--- src/rtl/lrfw_pkg.sv ---
// ----------------------------------------------------------------------------
// lrfw_pkg: shared types and constants of the log record flash writer
// Holds the item structs, the job passed from front to back, register
// indexes and the fixed markers and limits of the log layout.
// ----------------------------------------------------------------------------
package lrfw_pkg;

  localparam int AddrW       = 18;   // flash byte address width
  localparam int SumW        = 20;   // offset + base + shift at full precision
  localparam int DataW       = 48;
  localparam int CntW        = 3;
  localparam int CfgIdxW     = 1;
  localparam int CfgDataW    = 18;
  localparam int QueueDepth  = 2;

  localparam int PageBytesDefault = 512;

  localparam logic [SumW-1:0] ShiftLimit = SumW'(20'h0FE00);
  localparam logic [SumW-1:0] ShiftBytes = SumW'(512);
  localparam logic [SumW-1:0] EndAddr    = SumW'(20'h243E0);
  localparam logic [SumW-1:0] HdrRecLen  = SumW'(16);   // header plus record
  localparam logic [SumW-1:0] RecLen     = SumW'(4);    // record only

  localparam logic [31:0] MarkTime = 32'h454D_4954;     // "TIME"
  localparam logic [31:0] MarkNext = 32'h5458_454E;     // "NEXT"
  localparam logic [15:0] PatA     = 16'd17742;
  localparam logic [15:0] PatB     = 16'd18772;
  localparam logic [15:0] HumBump  = 16'h0100;

  typedef enum logic [CfgIdxW-1:0] {
    CFG_LOG_BASE_ADDRESS = 1'b0,
    CFG_STOP_WHEN_FULL   = 1'b1
  } cfg_index_e;

  typedef struct packed {
    logic signed [15:0] temperature_q4;
    logic [11:0]        humidity_q4;
    logic [7:0]         pressure_rel;
    logic [47:0]        timestamp;
    logic [15:0]        record_period;
    logic               power_low;
    logic               usb_present;
    logic               stop_mode;
  } in_item_t;

  typedef struct packed {
    logic [AddrW-1:0] flash_address;
    logic [DataW-1:0] write_data;
    logic [CntW-1:0]  byte_count;
    logic             last_write;
    logic             log_full;
  } out_item_t;

  // One classified event: everything the back end needs to emit its writes.
  typedef struct packed {
    logic [AddrW-1:0] start_addr;
    logic             header;
    logic             wrap;
    logic             full_before;
    logic [47:0]      timestamp;
    logic [15:0]      period;
    logic [15:0]      temp_word;
    logic [15:0]      hum_word;
  } job_t;

endpackage

--- src/rtl/lrfw_front.sv ---
// ----------------------------------------------------------------------------
// lrfw_front: event classifier
// Accepts events, decides header, shift and wrap, converts the measurements
// and owns the log state (offset, page remainder, period, overflow).
// ----------------------------------------------------------------------------
module lrfw_front #(
  parameter int PageBytes = lrfw_pkg::PageBytesDefault
) (
  input  logic                     clk_i,
  input  logic                     rst_ni,
  input  logic                     in_valid_i,
  output logic                     in_ready_o,
  input  lrfw_pkg::in_item_t       in_item_i,
  input  logic [lrfw_pkg::AddrW-1:0] base_i,
  input  logic                     stop_full_i,
  input  logic                     q_full_i,
  output logic                     push_o,
  output lrfw_pkg::job_t           job_o
);
  import lrfw_pkg::*;

  localparam int RemW = $clog2(PageBytes);
  localparam logic [RemW:0] PageLim  = (RemW+1)'(PageBytes);
  localparam logic [RemW:0] HdrLimit = (RemW+1)'(PageBytes - 16);

  logic [AddrW-1:0] offset_q, offset_d;
  logic [RemW-1:0]  rem_q, rem_d;
  logic [15:0]      prev_q, prev_d;
  logic             ovf_q, ovf_d;

  logic             accept, no_power, halted;
  logic [AddrW-1:0] off_al;
  logic [SumW-1:0]  sum0, shift_amt, start, rec_len, end_sum;
  logic             hdr, wrap;
  logic [RemW:0]    rem_sum;

  logic signed [20:0] t_ext, t_scaled, t_adj, t_div;
  logic [15:0]        t_word, h_word;
  logic [12:0]        h_sum;
  logic [7:0]         h_byte;

  assign in_ready_o = !q_full_i;
  assign accept     = in_valid_i && in_ready_o;
  assign no_power   = (in_item_i.power_low && !in_item_i.usb_present) || in_item_i.stop_mode;
  assign halted     = ovf_q && stop_full_i;

  // Offsets only ever move in steps of four; keep the alignment explicit.
  assign off_al    = {offset_q[AddrW-1:2], 2'b00};
  assign sum0      = SumW'(off_al) + SumW'(base_i);
  assign shift_amt = (sum0 >= ShiftLimit) ? ShiftBytes : '0;
  assign start     = sum0 + shift_amt;
  assign hdr       = ((rem_q == '0) || (in_item_i.record_period != prev_q))
                     && ({1'b0, rem_q} <= HdrLimit);
  assign rec_len   = hdr ? HdrRecLen : RecLen;
  assign end_sum   = start + rec_len;
  assign wrap      = end_sum >= EndAddr;
  assign rem_sum   = {1'b0, rem_q} + (RemW+1)'(rec_len);

  // Temperature: value * 10 / 16 rounded by half, truncated toward zero.
  always_comb begin
    t_ext    = {{5{in_item_i.temperature_q4[15]}}, in_item_i.temperature_q4};
    t_scaled = (t_ext <<< 3) + (t_ext <<< 1) + 21'sd8;
    t_adj    = t_scaled[20] ? (t_scaled + 21'sd15) : t_scaled;
    t_div    = t_adj >>> 4;
    t_word   = t_div[15:0];
    if ((t_word == PatA) || (t_word == PatB)) begin
      t_word = t_word + 16'd1;
    end
  end

  // Humidity rounds to a byte and saturates; pressure goes in the high byte.
  always_comb begin
    h_sum  = {1'b0, in_item_i.humidity_q4} + 13'd8;
    h_byte = h_sum[12] ? 8'hFF : h_sum[11:4];
    h_word = {in_item_i.pressure_rel, h_byte};
    if ((h_word == PatA) || (h_word == PatB)) begin
      h_word = h_word + HumBump;
    end
  end

  always_comb begin
    offset_d = offset_q;
    rem_d    = rem_q;
    prev_d   = prev_q;
    ovf_d    = ovf_q;
    push_o   = 1'b0;
    if (accept) begin
      priority if (no_power) begin
        prev_d = '0;
      end else if (halted) begin
        // drop the event, state holds
      end else begin
        push_o = 1'b1;
        if (wrap) begin
          offset_d = '0;
          rem_d    = '0;
          prev_d   = '0;
          ovf_d    = 1'b1;
        end else begin
          offset_d = off_al + AddrW'(rec_len);
          rem_d    = (rem_sum >= PageLim) ? RemW'(rem_sum - PageLim) : rem_sum[RemW-1:0];
          prev_d   = hdr ? in_item_i.record_period : prev_q;
        end
      end
    end
  end

  always_comb begin
    job_o.start_addr  = start[AddrW-1:0];
    job_o.header      = hdr;
    job_o.wrap        = wrap;
    job_o.full_before = ovf_q;
    job_o.timestamp   = in_item_i.timestamp;
    job_o.period      = in_item_i.record_period;
    job_o.temp_word   = t_word;
    job_o.hum_word    = h_word;
  end

  always_ff @(posedge clk_i or negedge rst_ni) begin
    if (!rst_ni) begin
      offset_q <= '0;
      rem_q    <= '0;
      prev_q   <= '0;
      ovf_q    <= 1'b0;
    end else begin
      offset_q <= offset_d;
      rem_q    <= rem_d;
      prev_q   <= prev_d;
      ovf_q    <= ovf_d;
    end
  end

endmodule

--- src/rtl/lrfw_queue.sv ---
// ----------------------------------------------------------------------------
// lrfw_queue: short job queue
// Two-entry FIFO between the classifier and the write sequencer.
// ----------------------------------------------------------------------------
module lrfw_queue (
  input  logic           clk_i,
  input  logic           rst_ni,
  input  logic           push_i,
  input  lrfw_pkg::job_t push_job_i,
  output logic           full_o,
  input  logic           pop_i,
  output logic           valid_o,
  output lrfw_pkg::job_t head_o
);
  import lrfw_pkg::*;

  localparam int PtrW = $clog2(QueueDepth);

  job_t            mem_q [QueueDepth];
  logic [PtrW-1:0] wr_ptr_q, rd_ptr_q;
  logic [PtrW:0]   count_q;
  logic            do_push, do_pop;

  assign full_o  = count_q == (PtrW+1)'(QueueDepth);
  assign valid_o = count_q != '0;
  assign head_o  = mem_q[rd_ptr_q];
  assign do_push = push_i && !full_o;
  assign do_pop  = pop_i && valid_o;

  always_ff @(posedge clk_i) begin
    if (do_push) begin
      mem_q[wr_ptr_q] <= push_job_i;
    end
  end

  always_ff @(posedge clk_i or negedge rst_ni) begin
    if (!rst_ni) begin
      wr_ptr_q <= '0;
      rd_ptr_q <= '0;
      count_q  <= '0;
    end else begin
      if (do_push) begin
        wr_ptr_q <= wr_ptr_q + 1'b1;
      end
      if (do_pop) begin
        rd_ptr_q <= rd_ptr_q + 1'b1;
      end
      unique case ({do_push, do_pop})
        2'b10:   count_q <= count_q + 1'b1;
        2'b01:   count_q <= count_q - 1'b1;
        default: count_q <= count_q;
      endcase
    end
  end

endmodule

--- src/rtl/lrfw_back.sv ---
// ----------------------------------------------------------------------------
// lrfw_back: flash write sequencer
// Steps through the writes of the head job, one per cycle, into an
// output register that holds while the consumer stalls.
// ----------------------------------------------------------------------------
module lrfw_back (
  input  logic                  clk_i,
  input  logic                  rst_ni,
  input  logic                  job_valid_i,
  input  lrfw_pkg::job_t        job_i,
  output logic                  pop_o,
  output logic                  out_valid_o,
  input  logic                  out_ready_i,
  output lrfw_pkg::out_item_t   out_item_o
);
  import lrfw_pkg::*;

  typedef enum logic [2:0] {
    STEP_TIME,
    STEP_STAMP,
    STEP_PERIOD,
    STEP_TEMP,
    STEP_HUM,
    STEP_NEXT
  } step_e;

  step_e      step_q, step_cur, step_nxt;
  logic       started_q;
  logic       out_valid_q;
  out_item_t  out_q, out_d;
  logic       load, last;
  logic [4:0] rel_addr;

  assign step_cur = started_q ? step_q : (job_i.header ? STEP_TIME : STEP_TEMP);
  assign load     = job_valid_i && (!out_valid_q || out_ready_i);

  always_comb begin
    step_nxt   = STEP_TIME;
    last       = 1'b0;
    rel_addr   = '0;
    out_d      = '0;
    out_d.log_full = job_i.full_before;
    unique case (step_cur)
      STEP_TIME: begin
        step_nxt         = STEP_STAMP;
        out_d.write_data = {16'h0000, MarkTime};
        out_d.byte_count = 3'd4;
      end
      STEP_STAMP: begin
        step_nxt         = STEP_PERIOD;
        rel_addr         = 5'd4;
        out_d.write_data = job_i.timestamp;
        out_d.byte_count = 3'd6;
      end
      STEP_PERIOD: begin
        step_nxt         = STEP_TEMP;
        rel_addr         = 5'd10;
        out_d.write_data = {32'h0, job_i.period};
        out_d.byte_count = 3'd2;
      end
      STEP_TEMP: begin
        step_nxt         = STEP_HUM;
        rel_addr         = job_i.header ? 5'd12 : 5'd0;
        out_d.write_data = {32'h0, job_i.temp_word};
        out_d.byte_count = 3'd2;
      end
      STEP_HUM: begin
        step_nxt         = STEP_NEXT;
        last             = !job_i.wrap;
        rel_addr         = job_i.header ? 5'd14 : 5'd2;
        out_d.write_data = {32'h0, job_i.hum_word};
        out_d.byte_count = 3'd2;
      end
      STEP_NEXT: begin
        step_nxt         = STEP_TIME;
        last             = 1'b1;
        rel_addr         = job_i.header ? 5'd16 : 5'd4;
        out_d.write_data = {16'h0000, MarkNext};
        out_d.byte_count = 3'd4;
        out_d.log_full   = 1'b1;
      end
      default: begin
        step_nxt = STEP_TIME;
      end
    endcase
    out_d.flash_address = job_i.start_addr + AddrW'(rel_addr);
    out_d.last_write    = last;
  end

  assign pop_o       = load && last;
  assign out_valid_o = out_valid_q;
  assign out_item_o  = out_q;

  always_ff @(posedge clk_i) begin
    if (load) begin
      out_q <= out_d;
    end
  end

  always_ff @(posedge clk_i or negedge rst_ni) begin
    if (!rst_ni) begin
      step_q      <= STEP_TIME;
      started_q   <= 1'b0;
      out_valid_q <= 1'b0;
    end else begin
      if (load) begin
        out_valid_q <= 1'b1;
        started_q   <= !last;
        step_q      <= step_nxt;
      end else if (out_ready_i) begin
        out_valid_q <= 1'b0;
      end
    end
  end

endmodule

--- src/rtl/log_record_flash_writer.sv ---
// ----------------------------------------------------------------------------
// log_record_flash_writer: measurement events to flash write commands
// Turns each logged event into a page header (when due), a two-word record and,
// at the end of the log, a wrap marker, as a stream of flash writes.
// ----------------------------------------------------------------------------
// Path: a logged event's job is queued; its writes then leave via an output register.
// Throughput: one write per cycle while the consumer is ready; a logged event makes
//   2 to 6 writes; a dropped event makes none. Events transfer
//   every cycle while the two-entry job queue has room; the sequencer's
//   one-write-per-cycle pace sets the rate.
// Reset: clears log offset, page remainder, period, overflow flag, queue and
//   configuration registers at once; no clearing pass.
module log_record_flash_writer #(
  parameter int PageBytes = lrfw_pkg::PageBytesDefault
) (
  input  logic                          clk_i,
  input  logic                          rst_ni,
  // configuration writes
  input  logic                          cfg_we_i,
  input  logic [lrfw_pkg::CfgIdxW-1:0]  cfg_index_i,
  input  logic [lrfw_pkg::CfgDataW-1:0] cfg_wdata_i,
  // event input
  input  logic                          in_valid_i,
  output logic                          in_ready_o,
  input  lrfw_pkg::in_item_t            in_item_i,
  // flash write output
  output logic                          out_valid_o,
  input  logic                          out_ready_i,
  output lrfw_pkg::out_item_t           out_item_o
);
  import lrfw_pkg::*;

  logic [AddrW-1:0] base_q;
  logic             stop_full_q;

  logic q_full, q_valid, q_push, q_pop;
  job_t push_job, head_job;

  // Configuration registers: user writes them only while idle; the block does not check.
  always_ff @(posedge clk_i or negedge rst_ni) begin
    if (!rst_ni) begin
      base_q      <= '0;
      stop_full_q <= 1'b0;
    end else if (cfg_we_i) begin
      unique case (cfg_index_i)
        CFG_LOG_BASE_ADDRESS: base_q      <= cfg_wdata_i[AddrW-1:0];
        CFG_STOP_WHEN_FULL:   stop_full_q <= cfg_wdata_i[0];
        default:              base_q      <= base_q;
      endcase
    end
  end

  // Front: classify each event and advance the log state on its transfer.
  lrfw_front #(
    .PageBytes (PageBytes)
  ) u_front (
    .clk_i       (clk_i),
    .rst_ni      (rst_ni),
    .in_valid_i  (in_valid_i),
    .in_ready_o  (in_ready_o),
    .in_item_i   (in_item_i),
    .base_i      (base_q),
    .stop_full_i (stop_full_q),
    .q_full_i    (q_full),
    .push_o      (q_push),
    .job_o       (push_job)
  );

  // Hold classified jobs so the front keeps taking events while writes drain.
  lrfw_queue u_queue (
    .clk_i      (clk_i),
    .rst_ni     (rst_ni),
    .push_i     (q_push),
    .push_job_i (push_job),
    .full_o     (q_full),
    .pop_i      (q_pop),
    .valid_o    (q_valid),
    .head_o     (head_job)
  );

  // Back: emit the head job's writes, one transfer per cycle while the output is ready.
  lrfw_back u_back (
    .clk_i       (clk_i),
    .rst_ni      (rst_ni),
    .job_valid_i (q_valid),
    .job_i       (head_job),
    .pop_o       (q_pop),
    .out_valid_o (out_valid_o),
    .out_ready_i (out_ready_i),
    .out_item_o  (out_item_o)
  );

endmodule

--- config.mk ---
export PLATFORM = sky130hd
export DESIGN_NAME = log_record_flash_writer
export DESIGN_NICKNAME = d
export VERILOG_FILES = /design/src/rtl/lrfw_pkg.sv /design/src/rtl/lrfw_front.sv /design/src/rtl/lrfw_queue.sv /design/src/rtl/lrfw_back.sv /design/src/rtl/log_record_flash_writer.sv
export SDC_FILE = /design/constraint.sdc
export NUM_CORES = 1
export LEC_CHECK = 0
export ABC_CLOCK_PERIOD_IN_PS = 11450
export BUFFER_PORTS_ARGS = -buffer_cell sky130_fd_sc_hd__buf_2
export CAP_MARGIN = 15
export CORE_MARGIN = 3
export CORE_UTILIZATION = 61
export DETAILED_ROUTE_END_ITERATION = 6
export PLACE_DENSITY = 0.85
export RECOVER_POWER = 100
export REMOVE_ABC_BUFFERS = 1
export SETUP_SLACK_MARGIN = 0.02
export SYNTH_ARGS = -nofsm -noshare
export SYNTH_HDL_FRONTEND = slang
export SYNTH_HIERARCHICAL = 1
export SYNTH_SLANG_ARGS = --single-unit
--- constraint.sdc ---
create_clock -name clk_i -period 11.45 [get_ports clk_i]
set_input_delay 2.8625 -clock clk_i [delete_from_list [all_inputs] [get_ports clk_i]]
set_output_delay 2.8625 -clock clk_i [all_outputs]
set_load 0.05 [all_outputs]
==> flow_metrics.py <==
metrics = {
    "synthesis": {
        "muxShareOfSynthArea_pct": 8.96,
        "syn_area_per_cell_um2": 13.5,
        "synth_compound_area_share_pct": 10.2,
        "yosys_register_bits": 372,
        "synth_top_area_share_pct": 47.9,
        "synth_simple_gate_area_share_pct": 9.44,
        "synth_top_family_by_area": "compound AO/OA/AOI/OAI gates",
        "synth_most_common_cell": "edfxtp_1",
        "async_reset_ff_share_pct": 18.3,
        "synth_area_mm2": 0.0190,
        "synth-xor-area-share_pct": 4.61,
        "seq_area_frac_synth_pct": 56.9,
        "synth_edf_count": 304,
        "synth-adder-area-share_pct": 4.72,
        "synthTopCellsByArea": "edfxtp_1, dfrtp_1, mux2_2",
        "ys_types": 105,
        "synthTopCellsByCount": "edfxtp_1, mux2_2, nand2_1",
        "yosys_warnings": 6,
        "ys.flop_type": "edfxtp_1",
        "synth_area_leader_cell": "edfxtp_1",
        "synthCells": 1415,
    },
    "clock_tree": {
        "cts_tree": "built",
        "cts_made_buffers": 39,
        "cts.sinks": 372,
        "post-cts-setup-buffers": 0,
        "cts_hold_buf": 0,
        "h-tree-depth": 2,
        "cts_resized": 0,
        "clk_path_buf_depth": 3,
        "cts.root.buffer_cell": "clkbuf_16",
        "insertion_delay_ns": 0.53,
        "clk_pin_slew_ns": 0.06,
    },
    "floorplan": {
        "die_width_um": 183,
        "io_pins": 200,
        "dieArea_mm2": 0.0334,
        "fp-row-count": 64,
        "core_mm2": 0.0307,
        "initial_utilization_pct": 62.1,
        "die_h_um": 183,
    },
    "sta": {
        "slew_viol_final": 381,
        "min_period_ns": 8.06,
        "setup_viol": 0,
        "rsz0062_at_grt": "no",
        "hold_violations": 0,
        "worst_pin_slew_ns": 5.29,
        "slew-limit-headroom_pct": -253,
        "fin_hold_ws_ns": 0.497,
        "timing.setup.tns_ns": 0,
        "skew_ns": 0.0254,
        "finalCritPeriodShare_pct": 70.4,
        "setup_ws_ns": 3.39,
        "fmax_mhz": 124,
    },
    "routing": {
        "vias": 11600,
        "final_antenna_net_count": 0,
        "vias_per_cell": 5.91,
        "wl_per_cell_um": 19.5,
        "dr.pass1.iters": 5,
        "wl_um": 38500,
        "post-route-drc-count": 0,
        "drt-initial-drc-count": 936,
    },
    "place": {
        "dpl_worst_slack_ns": 4.11,
        "numPortBuffers": 195,
        "place.gp.congestion": 0.842,
        "hpwl_um": 26200,
    },
    "global_route": {
        "gr-total-overflow": 0,
        "grt_max_degree": 79,
        "grtUsageTotal_pct": 22.8,
        "antenna_found_initial": 3,
        "grt_pass1_wl_um": 61000,
        "grt_pass1_vias": 11700,
    },
    "pwr": {
        "powerDensity_mw_per_mm2": 259,
        "p_leak_nw": 7.63,
        "ir_drop_uv": 216,
    },
    "worst_setup_path": {
        "cp-start-kind": "flop",
        "worst_ep_required_time_ns": 11.89,
        "cp_max_fo": 16,
        "crit_path_end_kind": "flop",
        "rr_startpoint": "base_q[2]",
        "startpoint": "base_q[2]",
        "critPathKind": "reg2reg",
        "cp.arrival_ns": 8.50,
        "worstPathCellList": "ha_1 > fa_1 > a21o_1 > a221oi_1 > a211oi_1 > nor2_1 > a311o_1 > o211ai_1 > nor2_1 > a31oi_1 > nand3b_1 > ha_1 > inv_1 > a2111oi_0 > o2111a_1 > xnor3_1 > and3_1 > and3b_1 > a2111oi_0 > o211a_1 > a21o_1 > clkinvlp_2 > o21ai_4 > a32o_1",
        "worst_path_largest_cell_delay_ns": 0.85,
        "worst_path_max_delay_cell": "a2111oi_0",
    },
    "final_layout": {
        "n_fill_cell": 2223,
        "layout-drive-gt1-share_pct": 18.1,
        "areaGrowthSynthToFinish_pct": 8.11,
        "nets": 1736,
    },
    "worst_hold_path": {
        "holdCritStartpoint": "u_queue/count_q[1]",
        "hp-class": "reg2reg",
    },
    "status": {
        "status": "complete, but fails checks",
        "violations": "max-capacitance violations, max-slew violations",
    },
    "flow_run": {
        "max_cap_violations": 7,
    },
}
[worst max-delay path, delay by kind of cell, from the launching register on]
family                     cells  cell delay, ns
and+or+nand+nor                5            0.97
DFF                            1            0.41
xor gates and xnor gates       1            0.35
AOI/OAI and AO/OA             13            4.72
adders and majority gates      3            0.82
buffers and inverters          2            0.69
[layer usage]
| metal | up-vias | GRT usage [%] | part of all wire [%] |
|---|---|---|---|
| li1 | 5507 | - | - |
| met3 | 63 | 3.11 | 5.3 |
| met4 | 0 | 8.32 | 2.9 |
| met1 | 5708 | 31.7 | 43 |
| met5 | - | 0 | 0 |
| met2 | 362 | 37.1 | 48 |
[layout by cell type (no fill, tap or decap), types with 9 or more instances in the layout]
master     netlist  final
dfrtp_1         68     68
nor3_1          11     11
and2_0           0      9
o311ai_0         1     11
clkbuf_1        15    134
nor2b_1         16     17
a21oi_1         39     39
o21ai_0         42     47
and2_1          33     25
a22oi_1         24     24
buf_2           17     70
edfxtp_1       304    304
clkbuf_16        0     40
mux2_1           0     25
mux2_2         108    110
and3_1          10     10
inv_1           33     33
a21o_1          15     16
nand2b_1        14     14
a32o_2           9      9
xnor2_1         69     70
nor2_1          58     58
clkinv_1         1     10
nand4_1         18     18
xor2_1          25     25
nand2_1         82     82
ha_1            67     67
nand3_1         41     41
[per-stage QoR]
stage	utilization, %	area (µm²)	cells	power (mW)
after detailed placement	64.4	19700	1894	4.15
after global placement	64.4	19700	1894	4.08
after CTS	68.6	21000	1965	5.42
after global routing	67.1	20600	1968	5.60
final	67.1	20600	1968	5.32
after floorplan	-	18200	1297	3.66
[flip-flops by register name (all words and copies together) (netlist names), 2 cells and up]
name / cells
base_q: 18
u_back/out_item_o: 70
u_back/step_q: 3
u_front/offset_q: 16
u_front/prev_q: 16
u_front/rem_q: 7
u_queue/count_q: 2
u_queue/mem_q: 234
[layout make-up]
class                           count  area, µm²  share of cell area, %
Antenna cell                        3       7.51                 0.0365
Multi-Input combinational cell    890       6980                   33.9
Sequential cell                   372      10800                   52.6
Tap cell                          396        495                   2.41
Clock buffer                       47       1050                   5.09
Inverter                           35        133                  0.644
Timing Repair Buffer              201        850                   4.13
Clock inverter                     24        240                   1.17
[where the power goes]
group | switching, mW | leakage [nW] | internal, mW | total (mW)
combinational | 1.37 | 3.37 | 0.669 | 2.04
sequential | 0.165 | 3.64 | 1.87 | 2.03
clock | 0.505 | 0.624 | 0.746 | 1.25
[path summary, 6_finish.rpt]
kind                                       to  slack, ns  cells after the start
min reg2reg                u_queue/count_q[1]       0.50                      1
min in group asynchronous          base_q[17]       3.71                      2
max in group asynchronous   u_front/prev_q[4]       5.64                      2
max                        u_front/prev_q[12]       3.39                     24
min                        u_queue/count_q[1]       0.50                      1
max reg2reg                u_front/prev_q[12]       3.39                     24
[kinds of logic after synthesis]
group,Yosys count
compound gates,243
other cells,1
fa+ha+maj,70
simple gates,337
xor+xnor,97
mux,142
flops,372
buf+inv,153
Power figures use the tool's default switching activity.
